===== src/rtl/mcbp_pkg.sv =====
// Package for the map cell block parser: types, layout tables and skip functions.
`timescale 1ns / 1ps
package mcbp_pkg;

  localparam int unsigned CellIndexBits = 24;
  localparam int unsigned SkipBits      = 6;

  localparam logic [7:0] VerRecord12 = 8'd1;
  localparam logic [7:0] VerTab3     = 8'd3;
  localparam logic [7:0] VerTab5     = 8'd5;
  localparam logic [7:0] VerTab6     = 8'd6;
  localparam logic [7:0] VerExtra7   = 8'd7;
  localparam logic [7:0] VerWord9    = 8'd9;
  localparam logic [7:0] VerWord10   = 8'd10;
  localparam logic [7:0] VerWord11   = 8'd11;
  localparam logic [7:0] VerWord12   = 8'd12;

  localparam logic CfgIdxVersion = 1'b0;
  localparam logic CfgIdxCount   = 1'b1;

  localparam logic [3:0]  RecordLen      = 4'd12;
  localparam logic [3:0]  GatherStart    = 4'd8;
  localparam logic [31:0] BlockThreshold = 32'd1000;

  typedef enum logic [4:0] {
    PhFlag   = 5'b00001,
    PhExtra  = 5'b00010,
    PhWordLo = 5'b00100,
    PhWordHi = 5'b01000,
    PhSkip   = 5'b10000
  } phase_e;

  typedef struct packed {
    logic [CellIndexBits-1:0] cell_index;
    logic                     blocked;
    logic                     cell_valid;
    logic                     final_res;
    logic                     bad_version;
  } res_t;

  // Skip counts per flag code, already reduced by the flag byte itself
  localparam logic [SkipBits-1:0] TabV3 [32] = '{
    6'd0, 6'd0, 6'd2, 6'd2, 6'd2, 6'd2, 6'd4, 6'd4, 6'd4, 6'd4, 6'd6, 6'd6, 6'd6, 6'd6,
    6'd8, 6'd8, 6'd1, 6'd1, 6'd3, 6'd3, 6'd3, 6'd3, 6'd5, 6'd5, 6'd5, 6'd5, 6'd7, 6'd7,
    6'd7, 6'd7, 6'd9, 6'd9};
  localparam logic [SkipBits-1:0] TabV5 [32] = '{
    6'd0, 6'd0, 6'd2, 6'd2, 6'd2, 6'd2, 6'd4, 6'd4, 6'd6, 6'd6, 6'd8, 6'd8, 6'd8, 6'd8,
    6'd10, 6'd10, 6'd1, 6'd1, 6'd3, 6'd3, 6'd3, 6'd3, 6'd5, 6'd5, 6'd7, 6'd7, 6'd9, 6'd9,
    6'd9, 6'd9, 6'd11, 6'd11};
  localparam logic [SkipBits-1:0] TabV6 [32] = '{
    6'd2, 6'd2, 6'd4, 6'd4, 6'd4, 6'd4, 6'd6, 6'd6, 6'd8, 6'd8, 6'd10, 6'd10, 6'd10, 6'd10,
    6'd12, 6'd12, 6'd3, 6'd3, 6'd5, 6'd5, 6'd5, 6'd5, 6'd7, 6'd7, 6'd9, 6'd9, 6'd11, 6'd11,
    6'd11, 6'd11, 6'd13, 6'd13};
  // Reduced by the flag byte and the extra byte
  localparam logic [SkipBits-1:0] TabV7 [32] = '{
    6'd1, 6'd1, 6'd5, 6'd5, 6'd5, 6'd5, 6'd9, 6'd9, 6'd7, 6'd7, 6'd11, 6'd11, 6'd11, 6'd11,
    6'd15, 6'd15, 6'd2, 6'd2, 6'd6, 6'd6, 6'd6, 6'd6, 6'd10, 6'd10, 6'd8, 6'd8, 6'd12, 6'd12,
    6'd12, 6'd12, 6'd16, 6'd16};

  function automatic logic [SkipBits-1:0] flag_bit_skip(input logic [7:0] f);
    logic [SkipBits-1:0] s;
    s = '0;
    if (f[1]) s = s + 6'd4;
    if (f[2]) s = s + 6'd4;
    if (f[3]) s = s + 6'd4;
    if (f[4]) s = s + 6'd1;
    if (f[5]) s = s + 6'd4;
    if (f[6]) s = s + 6'd4;
    return s;
  endfunction

  function automatic logic [SkipBits-1:0] extra_skip(input logic [7:0] e);
    logic [SkipBits-1:0] s;
    s = '0;
    if (e[0]) s = s + 6'd2;
    if (e[1]) s = s + 6'd4;
    if (e[2]) s = s + 6'd4;
    if (e[3]) s = s + 6'd4;
    if (e[4]) s = s + 6'd4;
    return s;
  endfunction

  function automatic logic [SkipBits-1:0] word_skip(input logic [15:0] w,
                                                    input logic [7:0]  ver);
    logic [SkipBits-1:0] s;
    logic                v9;
    logic                v9_10;
    v9    = (ver == VerWord9);
    v9_10 = (ver == VerWord9) || (ver == VerWord10);
    s = '0;
    if (w[0]) s = s + (v9 ? 6'd2 : 6'd4);
    if (w[1]) s = s + 6'd4;
    if (w[2]) s = s + 6'd4;
    if (w[3]) s = s + 6'd4;
    if (w[4]) s = s + 6'd4;
    if (w[5]) s = s + 6'd4;
    if (!v9_10 && w[7]) s = s + 6'd4;
    if (w[13]) s = s + 6'd4;
    if (!v9_10 && w[14]) s = s + ((ver == VerWord11) ? 6'd2 : 6'd6);
    return s;
  endfunction

endpackage


===== src/rtl/map_cell_block_parser_unit.sv =====
// Map body parser: one body byte in, at most one cell result word out.
// Output: a result is registered and appears on the master side in the cycle after its byte is taken.
// Throughput: one byte per cycle, limited only by the single output register.
// Reset: asynchronous, active low; parser returns to the flag phase, counters clear,
// version and cell count read as zero, and the output register empties.
`timescale 1ns / 1ps
module map_cell_block_parser_unit
  import mcbp_pkg::*;
(
  input  logic        clk_i,
  input  logic        rst_ni,
  input  logic        cfg_we_i,
  input  logic        cfg_idx_i,
  input  logic [23:0] cfg_data_i,
  input  logic        s_axis_tvalid,
  output logic        s_axis_tready,
  input  logic [7:0]  s_axis_tdata,   // [7:0] body_byte
  input  logic        s_axis_tlast,   // end_of_stream
  output logic        m_axis_tvalid,
  input  logic        m_axis_tready,
  output logic [31:0] m_axis_tdata,   // [23:0] cell_index, [24] blocked, [31:25] zero
  output logic [1:0]  m_axis_tuser,   // [0] cell_valid, [1] bad_version
  output logic        m_axis_tlast    // final_res
);

  logic [7:0]               version_q;
  logic [CellIndexBits-1:0] count_q;

  phase_e                   phase_q, phase_d;
  logic [SkipBits-1:0]      skip_q, skip_d;
  logic [7:0]               flag_q, flag_d;
  logic [31:0]              gather_q, gather_d;
  logic [3:0]               pos_q, pos_d;
  logic [CellIndexBits-1:0] done_q, done_d;
  logic                     stopped_q, stopped_d;

  logic                     out_valid_q;
  res_t                     res_q, res_d;
  logic                     res_fire;

  logic                     in_fire;
  logic                     out_free;
  logic [7:0]               b;
  logic                     eos;
  logic [CellIndexBits-1:0] done_inc;
  logic                     count_hit;
  logic                     last_cell;
  logic [31:0]              g1;
  logic [3:0]               pos_n;
  logic [SkipBits-1:0]      s6;
  logic                     cell_fin;

  assign out_free      = !out_valid_q || m_axis_tready;
  assign s_axis_tready = out_free;
  assign in_fire       = s_axis_tvalid && s_axis_tready;
  assign b             = s_axis_tdata;
  assign eos           = s_axis_tlast;
  assign done_inc      = done_q + 1'b1;
  assign count_hit     = (done_q >= count_q);
  assign last_cell     = (done_inc >= count_q);
  assign cell_fin      = eos || last_cell;
  assign pos_n         = pos_q + 4'd1;

  always_comb begin
    g1 = gather_q;
    if (pos_q inside {[GatherStart:RecordLen - 4'd1]}) begin
      case (pos_q[1:0])
        2'd0:    g1[7:0]   = gather_q[7:0]   | b;
        2'd1:    g1[15:8]  = gather_q[15:8]  | b;
        2'd2:    g1[23:16] = gather_q[23:16] | b;
        default: g1[31:24] = gather_q[31:24] | b;
      endcase
    end
  end

  always_comb begin
    phase_d   = phase_q;
    skip_d    = skip_q;
    flag_d    = flag_q;
    gather_d  = gather_q;
    pos_d     = pos_q;
    done_d    = done_q;
    stopped_d = stopped_q;
    res_d     = '0;
    res_d.cell_index = done_q;
    res_fire  = 1'b0;
    s6        = '0;
    if (in_fire && !stopped_q) begin
      if (count_hit) begin
        res_fire        = 1'b1;
        res_d.final_res = 1'b1;
        stopped_d       = 1'b1;
      end else if (phase_q == PhFlag) begin
        if (version_q == VerRecord12) begin
          if (pos_n >= RecordLen) begin
            pos_d            = '0;
            gather_d         = '0;
            res_fire         = 1'b1;
            res_d.cell_valid = 1'b1;
            res_d.blocked    = g1[31] || (g1 <= BlockThreshold);
            res_d.final_res  = cell_fin;
            done_d           = done_inc;
            stopped_d        = cell_fin;
          end else begin
            gather_d = g1;
            pos_d    = pos_n;
            if (eos) begin
              res_fire        = 1'b1;
              res_d.final_res = 1'b1;
              stopped_d       = 1'b1;
            end
          end
        end else begin
          pos_d    = '0;
          gather_d = '0;
          res_fire = 1'b1;
          if (!(version_q inside {VerTab3, VerTab5, VerTab6, VerExtra7,
                                  [VerWord9:VerWord12]})) begin
            res_d.final_res   = 1'b1;
            res_d.bad_version = 1'b1;
            stopped_d         = 1'b1;
          end else begin
            flag_d           = b;
            res_d.cell_valid = 1'b1;
            res_d.blocked    = b[0];
            res_d.final_res  = cell_fin;
            done_d           = done_inc;
            stopped_d        = cell_fin;
            case (version_q)
              VerTab3: s6 = TabV3[b[4:0]];
              VerTab5: s6 = TabV5[b[4:0]];
              VerTab6: s6 = TabV6[b[4:0]];
              default: s6 = '0;
            endcase
            if (version_q inside {VerTab3, VerTab5, VerTab6}) begin
              skip_d  = s6;
              phase_d = (s6 != '0) ? PhSkip : PhFlag;
            end else if (version_q == VerExtra7) begin
              phase_d = PhExtra;
            end else begin
              skip_d  = flag_bit_skip(b);
              phase_d = PhWordLo;
            end
          end
        end
      end else begin
        case (phase_q)
          PhExtra: begin
            s6      = TabV7[flag_q[4:0]] + extra_skip(b);
            skip_d  = s6;
            phase_d = (s6 != '0) ? PhSkip : PhFlag;
          end
          PhWordLo: begin
            gather_d = {24'd0, b};
            phase_d  = PhWordHi;
          end
          PhWordHi: begin
            s6       = skip_q + word_skip({b, gather_q[7:0]}, version_q);
            gather_d = '0;
            skip_d   = s6;
            phase_d  = (s6 != '0) ? PhSkip : PhFlag;
          end
          default: begin
            skip_d = skip_q - 1'b1;
            if (skip_d == '0) phase_d = PhFlag;
          end
        endcase
        if (eos) begin
          res_fire        = 1'b1;
          res_d.final_res = 1'b1;
          stopped_d       = 1'b1;
        end
      end
    end
  end

  always_ff @(posedge clk_i or negedge rst_ni) begin
    if (!rst_ni) begin
      version_q <= '0;
      count_q   <= '0;
    end else if (cfg_we_i) begin
      case (cfg_idx_i)
        CfgIdxVersion: version_q <= cfg_data_i[7:0];
        CfgIdxCount:   count_q   <= cfg_data_i[CellIndexBits-1:0];
        default:       version_q <= version_q;
      endcase
    end
  end

  always_ff @(posedge clk_i or negedge rst_ni) begin
    if (!rst_ni) begin
      phase_q   <= PhFlag;
      skip_q    <= '0;
      flag_q    <= '0;
      gather_q  <= '0;
      pos_q     <= '0;
      done_q    <= '0;
      stopped_q <= 1'b0;
    end else begin
      phase_q   <= phase_d;
      skip_q    <= skip_d;
      flag_q    <= flag_d;
      gather_q  <= gather_d;
      pos_q     <= pos_d;
      done_q    <= done_d;
      stopped_q <= stopped_d;
    end
  end

  always_ff @(posedge clk_i or negedge rst_ni) begin
    if (!rst_ni) begin
      out_valid_q <= 1'b0;
    end else if (out_free) begin
      out_valid_q <= res_fire;
    end
  end

  always_ff @(posedge clk_i) begin
    if (out_free && res_fire) begin
      res_q <= res_d;
    end
  end

  assign m_axis_tvalid = out_valid_q;
  assign m_axis_tdata  = {7'd0, res_q.blocked, res_q.cell_index};
  assign m_axis_tuser  = {res_q.bad_version, res_q.cell_valid};
  assign m_axis_tlast  = res_q.final_res;

  a_final_stops: assert property (@(posedge clk_i) disable iff (!rst_ni)
    (res_fire && res_d.final_res) |=> stopped_q)
    else $error("parser still running after a final word");

  a_skip_nonzero: assert property (@(posedge clk_i) disable iff (!rst_ni)
    (phase_q == PhSkip) |-> (skip_q != '0))
    else $error("skip phase with nothing left to skip");

  a_bad_is_final: assert property (@(posedge clk_i) disable iff (!rst_ni)
    (m_axis_tvalid && m_axis_tuser[1]) |-> (m_axis_tlast && !m_axis_tuser[0]))
    else $error("bad version word not final or carries a cell");

  a_no_result_stopped: assert property (@(posedge clk_i) disable iff (!rst_ni)
    stopped_q |-> !res_fire)
    else $error("result produced after parsing stopped");

endmodule

===== config.mk =====
export PLATFORM = sky130hd
export DESIGN_NAME = map_cell_block_parser_unit
export DESIGN_NICKNAME = d
export VERILOG_FILES = /design/src/rtl/mcbp_pkg.sv /design/src/rtl/map_cell_block_parser_unit.sv
export SDC_FILE = /design/constraint.sdc
export NUM_CORES = 1
export LEC_CHECK = 0
export BUFFER_PORTS_ARGS = -buffer_cell sky130_fd_sc_hd__buf_2
export CELL_PAD_IN_SITES_DETAIL_PLACEMENT = 1
export CELL_PAD_IN_SITES_GLOBAL_PLACEMENT = 1
export CORE_MARGIN = 2
export CORE_UTILIZATION = 40
export DETAILED_ROUTE_END_ITERATION = 8
export HOLD_SLACK_MARGIN = 0.15
export PLACE_DENSITY = 0.79
export SLEW_MARGIN = 5
export SYNTH_ARGS = -nofsm -noshare
export SYNTH_HDL_FRONTEND = slang
export SYNTH_SLANG_ARGS = --single-unit

===== constraint.sdc =====
create_clock -name clk_i -period 20.1 [get_ports clk_i]
set_clock_uncertainty 0.15 [all_clocks]
set_input_delay 2.01 -clock clk_i [delete_from_list [all_inputs] [get_ports clk_i]]
set_output_delay 2.01 -clock clk_i [all_outputs]
set_load 0.005 [all_outputs]

== Word-level counts from Yosys, hierarchy flattened ==
Memories as Yosys holds them, arrays and structs flattened.
Cells that the tools add are included.
Widths: inputs -> output; s select.

* Bits in read-only memories: 768
* Memories: 4
* Logic and storage cells: 292
* Input bits: 39
* Output and inout port bits: 37
* Register bits: 138

* Equal/unequal tests: 19
* Order comparisons: 10
* Muxes and demuxes: 176
* Reduce and logical (&&, ||, !) cells: 35
* Add/subtract/negate cells: 22
* Bitwise logic cells: 11

{| class="wikitable"
|+ Memories
! memory !! depth !! width !! read ports !! clocked after memory_dff !! write ports !! RTL line !! source
|-
| (name not given) || 32 || 6 || 1 || 0 || 0 || map_cell_block_parser_unit.sv:149 || <nowiki>s6 = TabV7[flag_q[4:0]] + extra_skip(b);</nowiki>
|-
| (name not given) || 32 || 6 || 1 || 0 || 0 || map_cell_block_parser_unit.sv:132 || <nowiki>VerTab6: s6 = TabV6[b[4:0]];</nowiki>
|-
| (name not given) || 32 || 6 || 1 || 0 || 0 || map_cell_block_parser_unit.sv:131 || <nowiki>VerTab5: s6 = TabV5[b[4:0]];</nowiki>
|-
| (name not given) || 32 || 6 || 1 || 0 || 0 || map_cell_block_parser_unit.sv:130 || <nowiki>VerTab3: s6 = TabV3[b[4:0]];</nowiki>
|}

{| class="wikitable"
|+ Operator list
! operator !! number
|-
| $mux 6 || 126
|-
| $mux 32 || 4
|-
| $add 6x3->6 const B || 15
|-
| $mux 24 || 3
|-
| $pmux 32 s2 || 1
|-
| $ge 24x24->1 || 2
|-
| $mux 5 || 8
|-
| $pmux 6 s3 || 2
|-
| $le 32x10->1 const B || 1
|-
| $mux 8 || 4
|-
| $or 8x8->8 || 4
|-
| $add 24x1->24 const B || 1
|-
| $eq 8x3->1 const B || 3
|-
| $eq 8x4->1 const B || 3
|-
| $mux 3 || 6
|-
| $reduce_bool 6->1 || 3
|-
| $mux 1 || 16
|-
| $pmux 5 s3 || 1
|-
| $reduce_and 5->1 || 3
|-
| $add 6x6->6 || 2
|-
| $ge 6x6->1 const B || 2
|-
| $not 5->6 || 2
|-
| $reduce_bool 5->1 || 2
|-
| $eq 8x1->1 const B || 1
|-
| other kinds (33) || 58
|}

== Depth between registers and ports, before layout ==
* Depth after elaboration: 60
* Depth in mapped cells: 36
* Mapped depth without buffers: 35

== Worst setup path after synthesis ==
Ideal clock, no wire load.

* Path type: register to register
* Start point: register version_q[5]
* End point: register phase_q[0]
* Arrival: 6838 ps
* Buffers on the path: 1
* Setup slack: 13034 ps
* Stages on the path, launching flop included: 35
* Required time: 19872 ps
* Setup time: 78 ps
* Clock period less this slack: 7066 ps
* Path through: dfrtp_1 > or4_4 > buf_6 > or2_2 > o21ai_0 > ha_1 > xor2_2 > ha_1 > nand2_1 > o31ai_1 > ha_1 > nand2b_1 > and2_1 > ha_1 > and2_1 > a21oi_1 > inv_1 > ha_1 > nor2_1 > a21oi_1 > ha_1 > nand2_1 > xnor2_1 > xnor2_1 > xnor2_1 > xnor2_1 > ha_1 > nor2_1 > a21oi_1 > xor2_1 > a311o_1 > a311oi_1 > a2bb2oi_1 > a22oi_1 > a31o_1

* Word-level cells in the longest chain between the ends: 60
* Elaborated cells on any way between the ends: 91
* Those cells by class: 9 x add/sub; 2 x order compare; 10 x eq/ne; 60 x mux; 10 x reduce/logical

{| class="wikitable"
|+ Ends and longest elaborated chain
! what !! RTL line !! source
|-
| start, declared || map_cell_block_parser_unit.sv:26 || <nowiki>logic [7:0] version_q;</nowiki>
|-
| start signal, assigned || map_cell_block_parser_unit.sv:183 || <nowiki>CfgIdxVersion: version_q <= cfg_data_i[7:0];</nowiki>
|-
| start signal, assigned || map_cell_block_parser_unit.sv:185 || <nowiki>default: version_q <= version_q;</nowiki>
|-
| $eq 8x4->1 || mcbp_pkg.sv:88, mcbp_pkg.sv:89 ||
|-
| $mux 3 (2 in series) || mcbp_pkg.sv:91 || <nowiki>if (w[0]) s = s + (v9 ? 6'd2 : 6'd4);</nowiki>
|-
| $mux 6 || map_cell_block_parser_unit.sv:147 || <nowiki>case (phase_q)</nowiki>
|-
| $mux 6 || map_cell_block_parser_unit.sv:93 || <nowiki>end else if (phase_q == PhFlag) begin</nowiki>
|-
| $mux 6 || map_cell_block_parser_unit.sv:89 || <nowiki>if (count_hit) begin</nowiki>
|-
| $mux 6 || map_cell_block_parser_unit.sv:88 || <nowiki>if (in_fire && !stopped_q) begin</nowiki>
|-
| $add 6x3->6 || mcbp_pkg.sv:92 || <nowiki>if (w[1]) s = s + 6'd4;</nowiki>
|-
| $mux 6 || mcbp_pkg.sv:92 ||
|-
| [43 not listed] || n/a ||
|-
| $mux 6 || map_cell_block_parser_unit.sv:93 ||
|-
| $mux 6 || map_cell_block_parser_unit.sv:89 ||
|-
| $mux 6 || map_cell_block_parser_unit.sv:88 ||
|-
| $add 6x6->6 || map_cell_block_parser_unit.sv:158 || <nowiki>s6 = skip_q + word_skip({b, gather_q[7:0]}, version_q);</nowiki>
|-
| $reduce_bool 6->1 || map_cell_block_parser_unit.sv:161 || <nowiki>phase_d = (s6 != '0) ? PhSkip : PhFlag;</nowiki>
|-
| $mux 5 || map_cell_block_parser_unit.sv:161 ||
|-
| $pmux 5 s3 || map_cell_block_parser_unit.sv:147 ||
|-
| $mux 5 || map_cell_block_parser_unit.sv:93 ||
|-
| end signal, assigned || map_cell_block_parser_unit.sv:192 || <nowiki>phase_q <= PhFlag;</nowiki>
|-
| end signal, assigned || map_cell_block_parser_unit.sv:200 || <nowiki>phase_q <= phase_d;</nowiki>
|-
| end, declared || map_cell_block_parser_unit.sv:29 || <nowiki>phase_e phase_q, phase_d;</nowiki>
|}

Parallel ways exist; a longest one is shown, timed or not. The select of a mux whose other input is x is not followed.
A chain may end at the register's enable or synchronous reset.

== Worst setup path after layout ==
* Start point: register version_q[5]
* End point: register skip_q[5]

* Word-level cells in the longest chain between the ends: 58
* Elaborated cells on any way between the ends: 88
* Those cells by class: 9 x add/sub; 2 x order compare; 11 x eq/ne; 58 x mux; 8 x reduce/logical

{| class="wikitable"
|+ Ends and longest elaborated chain
! what !! RTL line !! source
|-
| $eq 8x4->1 || mcbp_pkg.sv:88, mcbp_pkg.sv:89 ||
|-
| $mux 3 (2 in series) || mcbp_pkg.sv:91 ||
|-
| $mux 6 || map_cell_block_parser_unit.sv:147 ||
|-
| $mux 6 || map_cell_block_parser_unit.sv:93 ||
|-
| $mux 6 || map_cell_block_parser_unit.sv:89 ||
|-
| $mux 6 || map_cell_block_parser_unit.sv:88 ||
|-
| $add 6x3->6 || mcbp_pkg.sv:92 ||
|-
| $mux 6 || mcbp_pkg.sv:92 ||
|-
| [41 not listed] || n/a ||
|-
| $mux 6 || mcbp_pkg.sv:99 || <nowiki>if (!v9_10 && w[14]) s = s + ((ver == VerWord11) ? 6'd2 : 6'd6);</nowiki>
|-
| $mux 6 || map_cell_block_parser_unit.sv:147 ||
|-
| $mux 6 || map_cell_block_parser_unit.sv:93 ||
|-
| $mux 6 || map_cell_block_parser_unit.sv:89 ||
|-
| $mux 6 || map_cell_block_parser_unit.sv:88 ||
|-
| $add 6x6->6 || map_cell_block_parser_unit.sv:158 ||
|-
| $pmux 6 s3 || map_cell_block_parser_unit.sv:147 ||
|-
| $mux 6 || map_cell_block_parser_unit.sv:93 ||
|-
| end signal, assigned || map_cell_block_parser_unit.sv:201 || <nowiki>skip_q <= skip_d;</nowiki>
|-
| end, declared || map_cell_block_parser_unit.sv:30 || <nowiki>logic [SkipBits-1:0] skip_q, skip_d;</nowiki>
|}

Parallel ways exist; a longest one is shown, timed or not. The select of a mux whose other input is x is not followed.

==> flow_summary.toml <==
[critical_path]
worst-setup-path-type = "reg2reg"
worstPathRequired_ns = 20.25
worst_path_largest_cell_delay_ns = 0.62
path_max_fanout = 6
startpoint = "version_q[5]$_DFFE_PN0P_"
critPathArrivalTime_ns = 8.25
cp-end-kind = "flip-flop"
critical_path.startpoint_type = "flip-flop"
r2r-start = "version_q[5]$_DFFE_PN0P_"
slowest_stage = "or4_4"
cp_common_cell = "ha_1"

[route]
vias = 7346
drc = 0
via_per_inst = 5.58
antenna_left = 0
drt_pass1_iterations = 4
drt-initial-drc-count = 295
wl_per_cell_um = 18.7
drt_wl_total_mm = 24.7

[die]
die_y_um = 157
dieArea_um2 = 24500
initial_core_util = 0.409
core_area_um2 = 22800
pin_count = 76
die_w_um = 157
rows = 55

[sta]
hold_viol = 0
worstMarginPinSlew_ns = 1.21
max_freq_mhz = 123
rsz0062_at_grt = "false"
finalSetupTns_ns = 0
maxSlewHeadroom = 0.193
fin_crit_sh = 0.403
setup_viol_count_final = 0
fin_crit_ns = 8.11
drv_slew = 0

[grt]
grt_pass1_vias = 7778
grt_use_total = 0.212
antenna_found_initial = 1
overflow = 0
grt_max_degree = 57
grt_pass1_wl_mm = 41.0

[cts]
cts_setup_buffers = 0
cts.sinks = 137
clk_pin_slew_ns = 0.06
cts_root_buf = "clkbuf_16"
clock_latency_ns = 0.43
ctsResizeCount = 0
cts_buffer_depth = 2
cts_tree = "yes"
cts_buffers = 17
cts_hold_buf = 0
htreeDepth = 4

[logic_synthesis]
synth_cells = 938
synth_area_um2 = 9310
synth_top_family_by_area = "simple AND/OR/NAND/NOR gates"
ys_types = 85
yosysWarnings = 0
ys_seq_elements = 137
synth_async_sr_flop_share = 0.796
synth-simple-area-share = 0.168
synthMuxAreaShare = 0.0599
seq_area_frac_synth = 0.383
synth-xor-area-share = 0.0896
synth-main-ff-cell = "dfrtp_1"
synth_edf_count = 28
avgSynthCellArea_um2 = 9.93
synth_compound_area_frac = 0.138
synth_adder_area_share = 0.115

[run_status]
outcome = "finished clean"

[final_layout]
design_area_um2 = 10500
final_util = 0.459
final_common_cell = "dfrtp_1"
layout_common_cells = "dfrtp_1 (108), ha_1 (81), nand2_1 (74), buf_2 (67), xnor2_1 (57)"
diodes = 0
num-fill-cells = 2576
finalNetCount = 1113
areaGrowthSynthToFinish_pct = 12.3
drive_gt1_frac = 0.168

[run]
cap_violations = 0

[power]
p_leak_nw = 4.70
irDropWorstVdd_v = 0.0000605
powerDensity_nw_per_um2 = 77.7

[placement]
dp_hpwl_mm = 18.0
gp_congestion = 0.865
dpl-instance-area_um2 = 9880
io_buffers = 68

[worst_hold_path]
holdCritPathClass = "reg2reg"
holdCritStartpoint = "gather_q[19]$_DFFE_PN0P_"
power by group:
| group | internal [mW] | switching [mW] | total, mW |
|---|---|---|---|
| clock network | 0.176 | 0.134 | 0.310 |
| registers | 0.298 | 0.0187 | 0.316 |
| logic | 0.0832 | 0.102 | 0.186 |
| total | 0.557 | 0.256 | 0.812 |
sequential cells by signal, indices dropped and copies added, names as in the netlist, 4 cells and up:
name	cells
phase_q	5
done_q	24
skip_q	6
version_q	8
gather_q	32
m_axis_tdata	25
count_q	24
flag_q	4
pos_q	4
stage by stage:
step	hold WS, ns	cells	power (mW)	setup WS, ns
3_3_place_gp	0.325	1284	0.494	12.40
4_1_cts	0.347	1316	0.818	11.97
5_1_grt	0.361	1316	0.854	11.30
6_report	0.343	1316	0.812	11.99
3_5_place_dp	0.330	1284	0.505	12.01
2_1_floorplan	0.314	944	0.455	13.03
cell usage after synthesis (25+ instances only):
cell | number | area [µm²]
a21oi_1 | 34 | 170
clkbuf_1 | 26 | 97.6
dfrtp_1 | 108 | 2700
edfxtp_1 | 28 | 841
ha_1 | 81 | 1010
inv_1 | 55 | 206
mux2_2 | 42 | 473
nand2_1 | 74 | 278
nand3_1 | 25 | 125
nor2_1 | 46 | 173
nor3_1 | 36 | 180
o21a_1 | 28 | 210
o21ai_0 | 28 | 140
xnor2_1 | 57 | 499
xor2_1 | 26 | 228
cells by family after synthesis:
group                      after synthesis
xor gates and xnor gates                88
other                                    1
and+or+nand+nor                        295
DFF                                    137
adders and majority gates               84
AOI/OAI and AO/OA                      183
buffers and inverters                  100
muxes                                   50
worst paths after layout:
path | end | cells after the start | slack [ns]
min reg2reg | gather_q[19]$_DFFE_PN0P_ | 1 | 0.34
max reg2reg | skip_q[5]$_DFFE_PN0P_ | 33 | 11.99
max in group asynchronous | skip_q[0]$_DFFE_PN0P_ | 2 | 17.09
min | gather_q[19]$_DFFE_PN0P_ | 1 | 0.34
max | skip_q[5]$_DFFE_PN0P_ | 33 | 11.99
min in group asynchronous | count_q[20]$_DFFE_PN0P_ | 1 | 1.48
layout make-up:
| cell class | count | area (µm²) | area share |
|---|---|---|---|
| inverter | 55 | 206 | 0.0197 |
| sequential | 137 | 3570 | 0.341 |
| clock inverter | 14 | 134 | 0.0128 |
| tap | 313 | 392 | 0.0374 |
| multi-input combinational | 707 | 5340 | 0.511 |
| timing repair buffer | 72 | 373 | 0.0357 |
| clock buffer | 18 | 439 | 0.0420 |
per-layer routing:
metal	global-route usage	up-vias	routed length (µm)
li1	-	3453	-
met1	0.267	3714	10900
met2	0.373	136	12600
met3	0.0352	41	772
met4	0.0625	2	396
met5	0	-	11
worst max-delay path: cells and delay by family (launching register included):
| family | cells | cell delay (ns) |
|---|---|---|
| buf+inv | 1 | 0.08 |
| simple gates | 10 | 1.92 |
| fa+ha+maj | 7 | 1.98 |
| compound gates | 9 | 2.03 |
| flops | 1 | 0.40 |
| xor+xnor | 6 | 1.44 |
Power figures use the tool's default switching activity.
